File: src/design/rgbc_pkg.sv
// Shared constants and types for the RGBC to HSV converter.
package rgbc_pkg;

    // Widths of the raw counts and of the fixed-point results.
    localparam int RAW_W = 16;
    localparam int Q_W = 17;
    localparam int HUE_W = 15;

    // Default depth of the queue between the front and back parts.
    localparam int QUEUE_DEPTH = 4;

    // Q1.16 one and the hue constants in Q9.6 degrees.
    localparam logic [Q_W-1:0] Q16_ONE = 17'd65536;
    localparam int HUE_SEXTANT = 3840;
    localparam int HUE_FULL = 23040;

    // Sextant selector: which channel holds the maximum.
    localparam logic [1:0] SEL_RED = 2'd0;
    localparam logic [1:0] SEL_GREEN = 2'd1;
    localparam logic [1:0] SEL_BLUE = 2'd2;

    // One classified sample as it crosses the queue.
    typedef struct packed {
        logic            zero;
        logic [RAW_W-1:0] red;
        logic [RAW_W-1:0] green;
        logic [RAW_W-1:0] blue;
        logic [RAW_W-1:0] clear;
    } t_sample;

endpackage

File: src/design/rgbc_front.sv
// Front part: accepts raw samples, flags the zero-clear case and queues them.
module rgbc_front #(
    parameter int DEPTH = rgbc_pkg::QUEUE_DEPTH
) (
    input  logic                       i_clk,
    input  logic                       i_rst_n,
    input  logic                       i_valid,
    output logic                       o_stall,
    input  logic [rgbc_pkg::RAW_W-1:0] i_red_raw,
    input  logic [rgbc_pkg::RAW_W-1:0] i_green_raw,
    input  logic [rgbc_pkg::RAW_W-1:0] i_blue_raw,
    input  logic [rgbc_pkg::RAW_W-1:0] i_clear_raw,
    output logic                       o_valid,
    input  logic                       i_take,
    output rgbc_pkg::t_sample          o_sample
);

    localparam int PTR_W = (DEPTH > 1) ? $clog2(DEPTH) : 1;

    rgbc_pkg::t_sample r_mem [DEPTH];
    logic [PTR_W-1:0]  r_wr, r_rd, n_wr, n_rd;
    logic [PTR_W:0]    r_cnt, n_cnt;
    logic              push, pop;

    assign o_stall  = (r_cnt == (PTR_W + 1)'(DEPTH));
    assign push     = i_valid && !o_stall;
    assign pop      = i_take && (r_cnt != '0);
    assign o_valid  = (r_cnt != '0);
    assign o_sample = r_mem[r_rd];

    // Pointer advance with wrap at the queue depth.
    always_comb begin
        n_wr  = r_wr;
        n_rd  = r_rd;
        n_cnt = r_cnt;
        if (push) begin
            n_wr = (r_wr == PTR_W'(DEPTH - 1)) ? '0 : r_wr + 1'b1;
        end
        if (pop) begin
            n_rd = (r_rd == PTR_W'(DEPTH - 1)) ? '0 : r_rd + 1'b1;
        end
        n_cnt = r_cnt + (PTR_W + 1)'(push) - (PTR_W + 1)'(pop);
    end

    always_ff @(posedge i_clk) begin
        if (!i_rst_n) begin
            r_wr  <= '0;
            r_rd  <= '0;
            r_cnt <= '0;
        end else begin
            r_wr  <= n_wr;
            r_rd  <= n_rd;
            r_cnt <= n_cnt;
        end
    end

    // Classify and store the sample.
    always_ff @(posedge i_clk) begin
        if (push) begin
            r_mem[r_wr] <= '{zero: (i_clear_raw == '0), red: i_red_raw,
                             green: i_green_raw, blue: i_blue_raw,
                             clear: i_clear_raw};
        end
    end

endmodule

File: config.mk
export PLATFORM = sky130hd
export DESIGN_NAME = rgbc_front
export DESIGN_NICKNAME = d
export VERILOG_FILES = /design/src/design/rgbc_pkg.sv /design/src/design/rgbc_front.sv
export SDC_FILE = /design/constraint.sdc
export NUM_CORES = 1
export LEC_CHECK = 0
export BUFFER_PORTS_ARGS = -buffer_cell sky130_fd_sc_hd__buf_2
export CORE_MARGIN = 10
export CORE_UTILIZATION = 40
export DETAILED_ROUTE_END_ITERATION = 7
export GPL_TIMING_DRIVEN = 0
export PLACE_DENSITY = 0.6
export SLEW_MARGIN = 20
export SYNTH_ARGS = -nofsm -noshare
export SYNTH_HDL_FRONTEND = slang
export SYNTH_SLANG_ARGS = --single-unit
export TNS_END_PERCENT = 20
File: constraint.sdc
create_clock -name i_clk -period 3.2 [get_ports i_clk]
set_clock_uncertainty 0.15 [all_clocks]
set_input_delay 0.32 -clock i_clk [delete_from_list [all_inputs] [get_ports i_clk]]
set_output_delay 0.32 -clock i_clk [all_outputs]
set_load 0.03 [all_outputs]
Yosys cells after proc, flatten, opt, wreduce, memory -nomap -nowiden
Memories as Yosys holds them, arrays and structs flattened. A register that Yosys moved wholly into a read port is not among the register bits.
Cells that the tools add are included.

storage, ports and cells
  memories = 1
  bits in writable memories = 260
  bits of input ports = 68
  flip-flop bits (word level) = 7
  word-level logic and storage cells = 22

memories
  name   depth  bits a word  rd ports  clocked after memory_dff  write ports  line              RTL
  r_mem  4      65           1         1                         1            rgbc_front.sv:20  rgbc_pkg::t_sample r_mem [DEPTH];

cells by class
  reductions and logical operators = 5
  muxes and demuxes = 6
  equal/unequal tests = 3
  add/sub/neg operators = 4

operator list
  kind                                          count
  zero test 16 bit                              1
  two-way mux 2 bit                             4
  adder 2 x 1 -> 2 bit (second input constant)  2
  equality test 2 bit (second input constant)   2
  adder 3 x 1 -> 3 bit                          1
  equality test 3 bit (second input constant)   1
  nonzero test 3 bit                            1
  subtractor 3 x 1 -> 3 bit                     1
  logical AND 1 bit                             2
  two-way mux 1 bit                             2
  zero test 1 bit                               1

Depth between registers and ports, before layout
  word-level depth = 5
  gate-level depth with buffers = 12

Least setup slack after synthesis
No wires, ideal clock.

  path kind = flip-flop to flip-flop
  start = register r_cnt[1]
  end = memory r_mem[1][0] (netlist name) (enable)
  arrival = 2470 ps
  setup slack = 151 ps
  period minus slack after synthesis = 3049 ps
  stages on the path, launching flop included = 5
  buffers on the path = 1
  path through = dfxtp_1 -> nor3b_2 -> nor2b_1 -> clkbuf_1 -> and2_1

between the ends
  word-level cells in the longest chain between the ends = 5

ends and longest elaborated chain
  item                                     line              RTL
  start, declared                          rgbc_front.sv:22  logic [PTR_W:0] r_cnt, n_cnt;
  start signal, assigned                   rgbc_front.sv:53  r_cnt <= n_cnt;
  equality test 3 bit                      rgbc_front.sv:25  assign o_stall = (r_cnt == (PTR_W + 1)'(DEPTH));
  named net o_stall                        rgbc_front.sv:8   output logic o_stall,
  zero test 1 bit                          rgbc_front.sv:26  assign push = i_valid && !o_stall;
  logical AND 1 bit                        rgbc_front.sv:26
  two-way mux 1 bit                        rgbc_front.sv:59  if (push) begin
  two-way mux 1 bit (implied by the code)  rgbc_front.sv:60  r_mem[r_wr] <= '{zero: (i_clear_raw == '0), red: i_red_raw,
  end, declared                            rgbc_front.sv:20

The timed path passes the listed nets, and every way through them passes these cells.

Worst setup path in the final report
  start = register r_cnt[1]
  end = register r_cnt[2]

between the ends
  word-level cells in the longest chain between the ends = 5

ends and longest elaborated chain
  item                           line              RTL
  equality test 3 bit            rgbc_front.sv:25
  zero test 1 bit                rgbc_front.sv:26
  logical AND 1 bit              rgbc_front.sv:26
  adder 3 x 1 -> 3 bit           rgbc_front.sv:42  n_cnt = r_cnt + (PTR_W + 1)'(push) - (PTR_W + 1)'(pop);
  subtractor 3 x 1 -> 3 bit (*)  rgbc_front.sv:42

Mark *: on every way between the ends. The rest lies on a longest branch, timed or not.
A chain may end at the register's enable or synchronous reset.

==> flow_results.org <==
** Power
- For this design the ratio of total power to cell area is 787 mW/mm^2.
- Sequential group share of total power :: 0.441
- Clock network power share :: 0.290
- The analysis attributes to cell leakage a power of 4.29 nW.
- Cell internal power was estimated by the tool at 7.00 mW.
- Sw Share :: 0.294
- Max rail drop VDD :: between 400 and 500 uV
- Sw Pwr :: 2.92 mW
- Fraction of power consumed by combinational cells :: 0.269

** Yosys
- Measured against the total synthesized area, the mux share comes to 0.149.
- Number of different library cells in the post-synthesis netlist :: 24
- Combinational family with the most area after synthesis :: multiplexers
- Of the total synthesized cell area, the portion taken by XOR and XNOR cells is 0.00176.
- Post-synthesis adder-cell area fraction :: 0.0108
- Basic-gate share of the synthesized area counting and, or, nand and nor cells :: 0.0144
- The synthesized-area fraction occupied by ao, oa, aoi and oai cells was 0.00176.
- The synthesized netlist occupies a cell area of 0.00994 sq mm.
- For this run, the number of Yosys warnings is 0.
- After synthesis the netlist holds a flip-flop and latch count of roughly 270.
- Number of instances in the synthesized netlist :: between 300 and 400
- The share of the Yosys chip area taken by registers is 0.804.
- When the netlist entered floorplanning its net count stood at 472.
- Synth Area per Inst :: 25.1 sq um

** Floorplanning
- Initial core utilization :: 0.408
- Overall die height :: between 150 and 200 um
- The floorplan step defined a die boundary enclosing about 0.032 sq mm.
- The core region is 0.0244 sq mm.
- Placement row count :: 57
- Count of boundary I/O pins :: 135
- Measured along the x axis, the die boundary spans about 180 um.

** Drt
- After detailed routing, the average wire length per cell comes to 20.4 um.
- ANT nets after route :: 0
- Summed over all layers, the routed wires come to around 20,000 um.
- The routed layout has 4,772 vias.
- First-iteration detailed-routing DRC count :: 281
- Via count normalized by instance count :: 4.91
- For this run, design rule violations remaining after detail routing come to 0.
- The first detailed-routing pass took 4 iterations.

** Placed design
- Port buffering added about 130 buffers.
- Once detailed placement completed, the half-perimeter wirelength came to 12,400 um.
- Final estimated routing congestion in global placement :: 0.721

** Timing
- Time the worst path needs with I/O delays and setup :: 2.72 ns
- Headroom to the max-slew limit came out at 0.536.
- After routing, the total negative slack on setup checks comes to 0 ns.
- In the finished design, the share of the clock period the worst path needs comes to 0.850.
- At the pin with the least slew margin, the transition time is 0.690 ns.
- Setup repair after global routing left no endpoint under its margin.
- Hold timing on the final database bottoms out at a slack of about 0.09 ns.
- Setup violations remaining at the end of the flow were counted as 0.
- Final number of max-transition violations :: 0
- Maximum clock frequency :: 0.368 GHz
- The number of hold violations in the final report came to 0.

** Critical path
- Data required time of the critical path :: 3.46 ns
- Worst flop-to-flop path startpoint :: r_cnt[1]$_SDFF_PN0_
- Launching element of the worst setup path :: r_cnt[1]$_SDFF_PN0_
- Startpoint type of the worst setup path :: register
- Largest fanout on the critical path :: 7
- The worst setup path is of the reg2reg kind.
- Arrival time worst endpoint :: 2.97 ns
- Type of element capturing the critical path :: register

** Clocking
- Register clock-pin slew on the reported worst setup and hold paths :: ~0.060 ns
- In this run the number of H-tree levels came out at 1.
- Clock tree synthesis found a total of 269 sinks.
- Number of CTS-inserted buffers :: 28
- Clock latency reported for the late side of the worst-skew pair :: between 0.5 and 0.6 ns
- TritonCTS built the clock tree.
- Max Buffers Root-to-Sink :: 3
- After clock tree synthesis, the setup repair step added 0 buffers.
- Clock root buffer :: sky130_fd_sc_hd__clkbuf_16

** Final layout
- Layout cell share with drive strength beyond 1 :: 0.394
- Commonest cells after routing, fill and taps aside :: sky130_fd_sc_hd__edfxtp_1, sky130_fd_sc_hd__buf_2, sky130_fd_sc_hd__mux4_2, sky130_fd_sc_hd__dlygate4sd3_1, sky130_fd_sc_hd__clkbuf_16
- NumNets Final :: 705
- Number of diodes added for antenna fixing :: 0
- The library cell used most frequently in the layout, excluding fill and tap cells, is sky130_fd_sc_hd__edfxtp_1.
- Fraction of the core area covered by cells at the end of the flow :: 0.517
- From synthesis to final layout, the design area changed by 26.8%.

** Global route
- Total congestion overflow :: 0
- The initial antenna violation count is 0.
- Number of global-route vias before repair :: roughly 5,400
- Total track usage :: 0.125
- The first global-routing pass estimated 30,600 um of wire.
- Maximum number of pins on one net before global-route repair :: 40

** Min path
- The path class of the tightest hold or removal check is in2reg.
- Worst min-delay path startpoint :: i_take

** Outcome
- The run finished with clean final reports.

** Flow run
- The tool flagged a number of max-cap violations equal to 0.
-- layer usage --
layer  global-route usage  share of wire  vias to the layer above  wire length [um]
li1                     -              -                     2148                 -
met1                0.164           0.43                     2470              8580
met2                0.207           0.49                      135              9750
met3               0.0334          0.064                       19              1260
met4               0.0247         0.0095                        0               188
met5                    0              0                        -                 0
-- registers in the layout, summed over array words and instances (netlist names), named ones only --
| signal | cells |
|---|---|
| r_wr | 2 |
| r_mem | 260 |
| r_cnt | 3 |
| r_rd | 2 |
-- critical path, cell delays in order (launching register included) --
cell	delay, ns
sky130_fd_sc_hd__dfxtp_1	0.45
sky130_fd_sc_hd__nor3b_2	0.09
sky130_fd_sc_hd__nor2b_1	0.13
sky130_fd_sc_hd__clkbuf_1	0.31
sky130_fd_sc_hd__inv_1	0.10
sky130_fd_sc_hd__ha_1	0.31
sky130_fd_sc_hd__inv_1	0.06
sky130_fd_sc_hd__ha_1	0.14
sky130_fd_sc_hd__inv_1	0.05
sky130_fd_sc_hd__fa_1	0.40
sky130_fd_sc_hd__xnor2_1	0.14
sky130_fd_sc_hd__xnor2_1	0.12
sky130_fd_sc_hd__and2_1	0.16
-- through the flow --
step	setup WS [ns]	instances	area [sq um]	power, mW
floorplan	0.151	396	9940	6.32
global placement	-1.18	854	11000	7.07
detailed placement	0.492	858	11100	7.13
CTS	0.447	971	12600	10.1
global route	0.306	971	12600	10.4
finish	0.481	971	12600	9.92
-- kinds of logic (layout without fill, tap and decap cells) --
logic type,after synthesis,after routing
fa+ha+maj,8,8
simple gates,25,25
buf+inv,22,273
mux,67,67
xor+xnor,2,2
compound gates,3,3
flops,269,269
-- power groups by stage --
stage                     combinational, mW  sequential (mW)  clock [mW]
final                                  2.67             4.38        2.88
after floorplan                        1.88             4.44           0
after detailed placement               2.68             4.45           0
after CTS                              2.75             4.38        2.98
after global placement                 2.59             4.47           0
after global routing                   2.88             4.40        3.12
-- worst paths after layout --
kind / slack (ns) / cells after the start / to
setup / recovery: 0.48 / 12 / r_cnt[2]$_SDFF_PN0_
hold / removal: 0.09 / 3 / register
setup reg to reg: 0.48 / 12 / r_cnt[2]$_SDFF_PN0_
hold reg to reg: 0.36 / 2 / r_wr[1]$_SDFFE_PN0P_
-- Yosys cell counts (all sizes together) --
library cell / n / share of area
mux4: 65 / 0.15
o31ai: 1 / 0.00076
nor4: 4 / 0.0025
edfxtp: 260 / 0.79
nor2b: 2 / 0.0013
buf: 13 / 0.015
and2: 6 / 0.0038
o21ai: 2 / 0.0010
clkbuf: 3 / 0.0011
dfxtp: 9 / 0.018
nor3b: 1 / 0.0013
or3: 1 / 0.00063
mux2i: 2 / 0.0020
ha: 7 / 0.0088
xnor2: 2 / 0.0018
inv: 6 / 0.0023
fa: 1 / 0.0020
and4: 1 / 0.00088
nand3: 2 / 0.0010
nand2: 6 / 0.0023
nor2: 2 / 0.00076
-- area by class of cell --
class	instances	area, sq um
plain buffers	16	160
clock buffers	41	781
clock inverters	7	36.3
fillers	1977	11800
inverters	6	22.5
multi-input cells	105	1780
flip-flops and latches	269	7990
well taps	324	405
repair buffers	203	1430
-- timing repair --
item	4_1_cts	5_1_grt
hold buffers	65	0
hold endpoints to repair	258	0
gates resized for setup	0	0
(Power assumes the default switching activity.)
